### config.mk
export PLATFORM = sky130hd
export DESIGN_NAME = c_subset_lexical_token_classifier_core
export DESIGN_NICKNAME = d
export VERILOG_FILES = /design/src/rtl/ctlc_pkg.sv /design/src/rtl/ctlc_front.sv /design/src/rtl/ctlc_queue.sv /design/src/rtl/ctlc_back.sv /design/src/rtl/c_subset_lexical_token_classifier_core.sv
export SDC_FILE = /design/constraint.sdc
export NUM_CORES = 1
export LEC_CHECK = 0
export ABC_AREA = 1
export BUFFER_PORTS_ARGS = -buffer_cell sky130_fd_sc_hd__buf_2
export CAP_MARGIN = 25
export CORE_UTILIZATION = 35
export DETAILED_ROUTE_END_ITERATION = 7
export PLACE_DENSITY = 0.55
export SKIP_CTS_REPAIR_TIMING = 1
export SYNTH_ARGS = -nofsm -noshare
export SYNTH_HDL_FRONTEND = slang
export SYNTH_SLANG_ARGS = --single-unit
export TNS_END_PERCENT = 10
### constraint.sdc
create_clock -name i_clk -period 3.32 [get_ports i_clk]
set_input_delay 0.498 -clock i_clk [delete_from_list [all_inputs] [get_ports i_clk]]
set_output_delay 0.498 -clock i_clk [all_outputs]
set_load 0.05 [all_outputs]
### src/rtl/ctlc_pkg.sv
// Package for the C subset token classifier: class codes, character tests,
// keyword table and the queue entry passed from the front end to the back end.
// No dependencies.
package ctlc_pkg;

    localparam int KEYWORD_BYTES           = 8;
    localparam int KEYWORD_COUNT           = 22;
    localparam int DEFAULT_MAX_WORD_LENGTH = 255;
    localparam int QUEUE_DEPTH             = 4;
    localparam int QUEUE_AW                = $clog2(QUEUE_DEPTH);

    localparam logic [3:0] CLASS_KEYWORD    = 4'd0;
    localparam logic [3:0] CLASS_MULTIDOT   = 4'd1;
    localparam logic [3:0] CLASS_INTEGER    = 4'd2;
    localparam logic [3:0] CLASS_FLOAT      = 4'd3;
    localparam logic [3:0] CLASS_IDENT      = 4'd4;
    localparam logic [3:0] CLASS_BAD_IDENT  = 4'd5;
    localparam logic [3:0] CLASS_ARITH      = 4'd6;
    localparam logic [3:0] CLASS_RELATIONAL = 4'd7;
    localparam logic [3:0] CLASS_SEPARATOR  = 4'd8;

    typedef logic [8*KEYWORD_BYTES-1:0] t_kw_word;

    typedef struct packed {
        logic       has_word;
        logic [3:0] word_class;
        logic [7:0] word_len;
        logic       has_sym;
        logic [3:0] sym_class;
        logic [7:0] sym;
    } t_entry;

    // first byte of the word in the top byte, padded with zeros
    localparam t_kw_word KW_TABLE [KEYWORD_COUNT] = '{
        {"if", 48'd0}, {"else", 32'd0}, {"while", 24'd0}, {"do", 48'd0},
        {"break", 24'd0}, "continue", {"int", 40'd0}, {"double", 16'd0},
        {"float", 24'd0}, {"return", 16'd0}, {"char", 32'd0}, {"case", 32'd0},
        {"sizeof", 16'd0}, {"long", 32'd0}, {"short", 24'd0}, {"typedef", 8'd0},
        {"switch", 16'd0}, "unsigned", {"void", 32'd0}, {"static", 16'd0},
        {"struct", 16'd0}, {"goto", 32'd0}
    };

    localparam logic [3:0] KW_LEN [KEYWORD_COUNT] = '{
        4'd2, 4'd4, 4'd5, 4'd2, 4'd5, 4'd8, 4'd3, 4'd6, 4'd5, 4'd6, 4'd4,
        4'd4, 4'd6, 4'd4, 4'd5, 4'd7, 4'd6, 4'd8, 4'd4, 4'd6, 4'd6, 4'd4
    };

    function automatic logic is_keyword(input t_kw_word kw_buf, input logic [3:0] len);
        logic hit;
        hit = 1'b0;
        for (int k = 0; k < KEYWORD_COUNT; k++) begin
            if (kw_buf == KW_TABLE[k] && len == KW_LEN[k]) begin
                hit = 1'b1;
            end
        end
        return hit;
    endfunction

    function automatic logic is_digit(input logic [7:0] c);
        return c inside {["0":"9"]};
    endfunction

    function automatic logic is_letter(input logic [7:0] c);
        return c inside {["a":"z"], ["A":"Z"], "_"};
    endfunction

    function automatic logic is_delim(input logic [7:0] c);
        return c inside {" ", 8'h0A, "+", "-", "*", "/", ",", ";", "<", ">", "=",
                         "(", ")", "[", "]", "{", "}"};
    endfunction

    function automatic logic [4:0] sym_kind(input logic [7:0] c);
        logic [4:0] r;
        r = {1'b0, CLASS_KEYWORD};
        if (c inside {"+", "-", "*", "/"}) begin
            r = {1'b1, CLASS_ARITH};
        end else if (c inside {"<", ">", "="}) begin
            r = {1'b1, CLASS_RELATIONAL};
        end else if (c inside {",", ";", "(", ")", "{", "}"}) begin
            r = {1'b1, CLASS_SEPARATOR};
        end
        return r;
    endfunction

endpackage

### src/rtl/ctlc_front.sv
// Front end: collects word state per character and classifies words and delimiters.
// Pushes one queue entry per closing delimiter or end marker with a word or reportable symbol. Uses ctlc_pkg.
module ctlc_front #(
    parameter int MAX_WORD_LENGTH = ctlc_pkg::DEFAULT_MAX_WORD_LENGTH
) (
    input  logic            i_clk,
    input  logic            i_rst_n,
    input  logic            i_accept,
    input  logic [7:0]      i_character,
    input  logic            i_end_of_text,
    output logic            o_push,
    output ctlc_pkg::t_entry o_entry
);
    import ctlc_pkg::*;

    localparam int LW = $clog2(MAX_WORD_LENGTH + 1);

    t_kw_word      r_kw, n_kw;
    logic [LW-1:0] r_len, n_len;
    logic          r_alld, n_alld;
    logic          r_dd, n_dd;
    logic [1:0]    r_dots, n_dots;
    logic          r_id, n_id;

    logic       w_delim;
    logic       w_close;
    logic       w_has_word;
    logic [4:0] w_sym;
    logic [3:0] w_kw_len;
    logic [7:0] w_sat_len;
    logic [3:0] w_class;

    generate
        if (LW > 8) begin : g_sat
            assign w_sat_len = (r_len > LW'(255)) ? 8'hFF : r_len[7:0];
        end else begin : g_nosat
            assign w_sat_len = 8'(r_len);
        end
    endgenerate

    assign w_delim    = is_delim(i_character);
    assign w_close    = i_end_of_text || w_delim;
    assign w_has_word = (r_len != '0);
    assign w_sym      = sym_kind(i_character);
    assign w_kw_len   = (r_len <= LW'(KEYWORD_BYTES)) ? r_len[3:0] : 4'd0;

    always_comb begin
        if (is_keyword(r_kw, w_kw_len)) begin
            w_class = CLASS_KEYWORD;
        end else if (r_dots == 2'd2) begin
            w_class = CLASS_MULTIDOT;
        end else if (r_alld) begin
            w_class = CLASS_INTEGER;
        end else if (r_dd) begin
            w_class = CLASS_FLOAT;
        end else if (r_id) begin
            w_class = CLASS_IDENT;
        end else begin
            w_class = CLASS_BAD_IDENT;
        end
    end

    always_comb begin
        o_entry.has_word   = w_has_word;
        o_entry.word_class = w_class;
        o_entry.word_len   = w_sat_len;
        o_entry.has_sym    = !i_end_of_text && w_sym[4];
        o_entry.sym_class  = w_sym[3:0];
        o_entry.sym        = i_character;
        o_push = i_accept && w_close && (w_has_word || o_entry.has_sym);
    end

    always_comb begin
        n_kw   = r_kw;
        n_len  = r_len;
        n_alld = r_alld;
        n_dd   = r_dd;
        n_dots = r_dots;
        n_id   = r_id;
        if (i_accept) begin
            if (w_close) begin
                n_kw   = '0;
                n_len  = '0;
                n_alld = 1'b1;
                n_dd   = 1'b1;
                n_dots = 2'd0;
                n_id   = 1'b1;
            end else begin
                for (int i = 0; i < KEYWORD_BYTES; i++) begin
                    if (r_len == LW'(i)) begin
                        n_kw[8*KEYWORD_BYTES-1-8*i -: 8] = i_character;
                    end
                end
                if (r_len == '0) begin
                    if (!is_letter(i_character)) begin
                        n_id = 1'b0;
                    end
                end else if (!is_letter(i_character) && !is_digit(i_character)) begin
                    n_id = 1'b0;
                end
                if (!is_digit(i_character)) begin
                    n_alld = 1'b0;
                end
                if (!is_digit(i_character) && i_character != ".") begin
                    n_dd = 1'b0;
                end
                if (i_character == "." && r_dots != 2'd2) begin
                    n_dots = r_dots + 2'd1;
                end
                if (r_len < LW'(MAX_WORD_LENGTH)) begin
                    n_len = r_len + LW'(1);
                end
            end
        end
    end

    always_ff @(posedge i_clk) begin
        if (!i_rst_n) begin
            r_kw   <= '0;
            r_len  <= '0;
            r_alld <= 1'b1;
            r_dd   <= 1'b1;
            r_dots <= 2'd0;
            r_id   <= 1'b1;
        end else begin
            r_kw   <= n_kw;
            r_len  <= n_len;
            r_alld <= n_alld;
            r_dd   <= n_dd;
            r_dots <= n_dots;
            r_id   <= n_id;
        end
    end

endmodule

### src/rtl/ctlc_queue.sv
// Short queue of classified entries between front end and back end.
// Uses ctlc_pkg for the entry type and depth.
module ctlc_queue (
    input  logic             i_clk,
    input  logic             i_rst_n,
    input  logic             i_push,
    input  ctlc_pkg::t_entry i_entry,
    input  logic             i_pop,
    output logic             o_valid,
    output logic             o_full,
    output ctlc_pkg::t_entry o_entry
);
    import ctlc_pkg::*;

    t_entry              r_mem [QUEUE_DEPTH];
    logic [QUEUE_AW-1:0] r_wr, r_rd;
    logic [QUEUE_AW:0]   r_cnt;

    assign o_valid = (r_cnt != '0);
    assign o_full  = (r_cnt == (QUEUE_AW+1)'(QUEUE_DEPTH));
    assign o_entry = r_mem[r_rd];

    always_ff @(posedge i_clk) begin
        if (i_push) begin
            r_mem[r_wr] <= i_entry;
        end
    end

    always_ff @(posedge i_clk) begin
        if (!i_rst_n) begin
            r_wr  <= '0;
            r_rd  <= '0;
            r_cnt <= '0;
        end else begin
            if (i_push) begin
                r_wr <= r_wr + QUEUE_AW'(1);
            end
            if (i_pop) begin
                r_rd <= r_rd + QUEUE_AW'(1);
            end
            if (i_push && !i_pop) begin
                r_cnt <= r_cnt + (QUEUE_AW+1)'(1);
            end else if (!i_push && i_pop) begin
                r_cnt <= r_cnt - (QUEUE_AW+1)'(1);
            end
        end
    end

endmodule

### src/rtl/ctlc_back.sv
// Back end: splits each queue entry into word and delimiter results and holds
// the oldest result in an output register. Uses ctlc_pkg.
module ctlc_back (
    input  logic             i_clk,
    input  logic             i_rst_n,
    input  logic             i_q_valid,
    input  ctlc_pkg::t_entry i_q_entry,
    output logic             o_q_pop,
    input  logic             i_pop,
    output logic             o_empty,
    output logic [3:0]       o_token_class,
    output logic [7:0]       o_token_length,
    output logic [7:0]       o_symbol,
    output logic             o_last
);
    import ctlc_pkg::*;

    logic       r_valid;
    logic       r_phase;
    logic [3:0] r_class;
    logic [7:0] r_len;
    logic [7:0] r_sym;
    logic       r_last;

    logic       w_load;
    logic       w_word_part;
    logic       w_final;

    assign w_load      = i_q_valid && (!r_valid || i_pop);
    assign w_word_part = !r_phase && i_q_entry.has_word;
    assign w_final     = !w_word_part || !i_q_entry.has_sym;
    assign o_q_pop     = w_load && w_final;

    assign o_empty        = !r_valid;
    assign o_token_class  = r_class;
    assign o_token_length = r_len;
    assign o_symbol       = r_sym;
    assign o_last         = r_last;

    always_ff @(posedge i_clk) begin
        if (w_load) begin
            r_class <= w_word_part ? i_q_entry.word_class : i_q_entry.sym_class;
            r_len   <= w_word_part ? i_q_entry.word_len : 8'd1;
            r_sym   <= w_word_part ? 8'd0 : i_q_entry.sym;
            r_last  <= w_final;
        end
    end

    always_ff @(posedge i_clk) begin
        if (!i_rst_n) begin
            r_valid <= 1'b0;
            r_phase <= 1'b0;
        end else begin
            if (w_load) begin
                r_valid <= 1'b1;
                r_phase <= !w_final;
            end else if (i_pop) begin
                r_valid <= 1'b0;
            end
        end
    end

endmodule

### src/rtl/c_subset_lexical_token_classifier_core.sv
// Top level of the C subset token classifier: front end, entry queue, back end.
// Depends on ctlc_pkg, ctlc_front, ctlc_queue and ctlc_back.
//
//   Channel   Handshake       Payload
//   input     push / full     i_character, i_end_of_text
//   result    empty / pop     o_token_class, o_token_length, o_symbol, o_last
//
// One character is taken per cycle while full is low; each transaction that closes a word and
// carries a reportable delimiter yields two results, word then delimiter, at the back end.
// Each result passes through the queue write and then the output register load.
// Reset is synchronous and active low.
// full rises when the four-entry queue is full; pop low stalls the back end and, once the queue fills, the input.
module c_subset_lexical_token_classifier_core #(
    parameter int MAX_WORD_LENGTH = ctlc_pkg::DEFAULT_MAX_WORD_LENGTH
) (
    input  logic       i_clk,
    input  logic       i_rst_n,
    input  logic       push,
    output logic       full,
    input  logic [7:0] i_character,
    input  logic       i_end_of_text,
    output logic       empty,
    input  logic       pop,
    output logic [3:0] o_token_class,
    output logic [7:0] o_token_length,
    output logic [7:0] o_symbol,
    output logic       o_last
);
    import ctlc_pkg::*;

    logic   w_accept;
    logic   w_f_push;
    t_entry w_f_entry;
    logic   w_q_valid;
    logic   w_q_pop;
    t_entry w_q_entry;

    assign w_accept = push && !full;

    ctlc_front #(
        .MAX_WORD_LENGTH(MAX_WORD_LENGTH)
    ) u_front (
        .i_clk         (i_clk),
        .i_rst_n       (i_rst_n),
        .i_accept      (w_accept),
        .i_character   (i_character),
        .i_end_of_text (i_end_of_text),
        .o_push        (w_f_push),
        .o_entry       (w_f_entry)
    );

    ctlc_queue u_queue (
        .i_clk   (i_clk),
        .i_rst_n (i_rst_n),
        .i_push  (w_f_push),
        .i_entry (w_f_entry),
        .i_pop   (w_q_pop),
        .o_valid (w_q_valid),
        .o_full  (full),
        .o_entry (w_q_entry)
    );

    ctlc_back u_back (
        .i_clk          (i_clk),
        .i_rst_n        (i_rst_n),
        .i_q_valid      (w_q_valid),
        .i_q_entry      (w_q_entry),
        .o_q_pop        (w_q_pop),
        .i_pop          (pop),
        .o_empty        (empty),
        .o_token_class  (o_token_class),
        .o_token_length (o_token_length),
        .o_symbol       (o_symbol),
        .o_last         (o_last)
    );

endmodule

==> results.txt <==
Status -> complete, no violations
CTS H-tree depth -> 1
Starting DRT DRC Count -> 661
Vias in the first global route -> 8188
Count of pins over their slew limit -> 0
Post-synthesis cell count -> 1320
Final nets -> 1399
Commonest non-fill, non-tap cell in the layout -> nand2_1
Crit Path Class -> in -> reg
Slew @ Worst Pin -> 0.7291 ns
Worst slew margin -> 51.34%
Reg2Reg Setup Slack -> 0.70 ns
Critical Path RT -> 3.73 ns
Avg Cell Area, Syn -> 7.750 sq um
Post-detail-place hpwl -> 19.56 mm
CP arrival -> 3.04 ns
Most frequent cells in the layout -> 298 x nand2_1, 260 x nor2_1, 142 x inv_1, 120 x nand3_1, 117 x edfxtp_1
Wirelength per Cell -> 15.59 microns
Top Ports -> 36
Leak -> 4.365 nW
Final min period -> 2.627 ns
Via count -> 8653
Rows -> 62
P per Cell Area -> 651.8 nW/um^2
Fillers -> 2945
Crit share post-route -> 79.12%
CP max FO -> 8
CTS Buf Count -> 23
Worst-Skew Late Latency -> 0.53 ns
VDD IR max -> 0.0003547 V
RSZ-0062 raised after global routing -> false
Final Hold Fails -> 0
Share of layout cells above drive strength 1 -> 9.626%
Clock sinks -> 205
Die X -> 173.0 microns
Buffers on Ports -> 35
Largest net degree at the start of global routing -> 65
Synthesized Nets -> 1344
# diodes -> 0
Placer Congestion -> 0.9834
Register area share after synthesis -> 51.57%
Drt first pass iters -> 7
Setup tns final -> 0 ns
Die area -> 29920 sq um
Post-synthesis cell area -> 10230 sq um
Max Clock Freq -> 380.7 MHz
Vias per inst -> 4.872
Crit. End Element -> flip-flop
First-pass GRT wire length -> 44.26 mm
Drt drc -> 0
Initial Utilization -> 35.64%
Max Cap Viol -> 0
Tot GR Track Use -> 18.67%
Root buffer cell -> clkbuf_16
DRT antenna net count -> 0
Worst Hold Class -> in -> reg
CP startpoint kind -> primary input
Antenna violations before repair -> 0
Setup violations, final -> 0
Area delta synth->final -> 14.41%
Clk pin slew, worst setup/hold paths -> 0.06 ns
Clock Skew -> 0.01929 ns
Count of different cell masters after synthesis -> 36
Core area -> 28700 sq um
Synthesized flop and latch total -> 205
Number of synthesis warnings -> 0
Chip Height -> 173.0 microns
CTS tree -> done
Final hold slack -> 0.2555 ns
GRT overflow -> 0
Final WL -> 27.68 mm
Clock Tree Buf Depth -> 3
## synth_stat cells (all sizes together)
library cell,number,area (sq um)
fa,1,20.02
dfxtp,88,1762
nand3,121,610.6
clkbuf,21,80.07
buf,13,98.83
o22ai,11,68.82
nand4,10,62.56
nand3b,4,30.03
ha,10,125.1
and3,2,12.51
xor2,5,43.79
a221o,2,20.02
nand2,301,1137
edfxtp,117,3513
nor4,4,25.02
o221ai,1,8.760
nor2,275,1087
inv,153,579.3
nor3,27,165.2
a211oi,1,7.510
a21oi,92,460.4
o21ai,57,285.3
o21a,1,7.510
a31oi,3,18.77
## registers in the layout (all words and copies together), names as in the netlist, named ones only
signal                 count
u_queue.r_mem             96
u_front.r_kw              64
u_back.o_symbol            8
u_back.o_token_length      8
u_front.r_len              8
u_back.o_token_class       4
u_queue.r_cnt              3
u_front.r_dots             2
u_queue.r_rd               2
u_queue.r_wr               2
u_back.o_last              1
u_back.r_phase             1
u_back.r_valid             1
u_front.r_alld             1
u_front.r_dd               1
u_front.r_id               1
## cells by family after synthesis
group / after synthesis / share of synthesized area [%]
adders and majority gates: 11 / 1.419
AOI/OAI and AO/OA: 168 / 8.574
buffers and inverters: 187 / 7.412
xor gates and xnor gates: 5 / 0.4281
and+or+nand+nor: 744 / 30.60
DFF: 205 / 51.57
## cell type report
| cell class | count | area, sq um | share of cell area (%) |
|---|---|---|---|
| Clock inverter | 9 | 85.08 | 0.7270 |
| Clock buffer | 33 | 653.1 | 5.581 |
| Tap cell | 384 | 480.5 | 4.105 |
| Inverter | 153 | 579.3 | 4.950 |
| Sequential cell | 205 | 5275 | 45.07 |
| Multi-Input combinational cell | 928 | 4213 | 36.00 |
| Timing Repair Buffer | 64 | 417.9 | 3.571 |
## where the power goes
| group | leakage, nW | internal [mW] | switching, mW |
|---|---|---|---|
| clock | 0.364 | 1.45 | 1.03 |
| combinational | 2.19 | 0.495 | 1.56 |
| sequential | 1.81 | 3.01 | 0.0873 |
## critical path, stage by stage
cell     delay [ns]
buf_2          0.16
inv_2          0.06
nor2_1         0.20
nand2_1        0.10
o21a_1         0.12
nor2_1         0.12
nor2_1         0.07
nand2_2        0.08
inv_2          0.08
nor2_8         0.15
nand2_2        0.14
inv_2          0.11
ha_1           0.14
inv_1          0.07
fa_1           0.44
a21oi_1        0.14
o21ai_0        0.11
o21ai_0        0.17
a21oi_1        0.05
## through the flow
stage	cells	worst slack (ns)	area (sq um)	total power, mW	util (%)
after global placement	1734	0.2069	10970	5.219	38.20
after global routing	1776	0.3993	11700	8.018	40.78
final	1776	0.6932	11700	7.629	40.78
after detailed placement	1734	0.1559	10970	5.243	38.20
after floorplan	1320	0.1865	10230	4.650	-
after CTS	1776	0.6689	11700	7.734	40.78
## final timing paths
path | startpoint | end | depth (start not counted)
max | i_character[3] | u_queue.r_cnt[2] | 19
min | i_character[6] | u_queue.r_mem[3][6] | 1
min reg2reg | u_front.r_id | u_front.r_id | 2
max reg2reg | flip-flop | u_queue.r_cnt[2] | 14
## metal layers
metal | GRT usage (%) | share of wire (%) | vias up
li1 | - | - | 4434
met1 | 24.04 | 44 | 3990
met2 | 32.27 | 49 | 173
met3 | 2.353 | 3.9 | 56
met4 | 6.379 | 3.3 | 0
met5 | 0 | 0 | -
No activity file was read; power rests on OpenSTA's default activity.
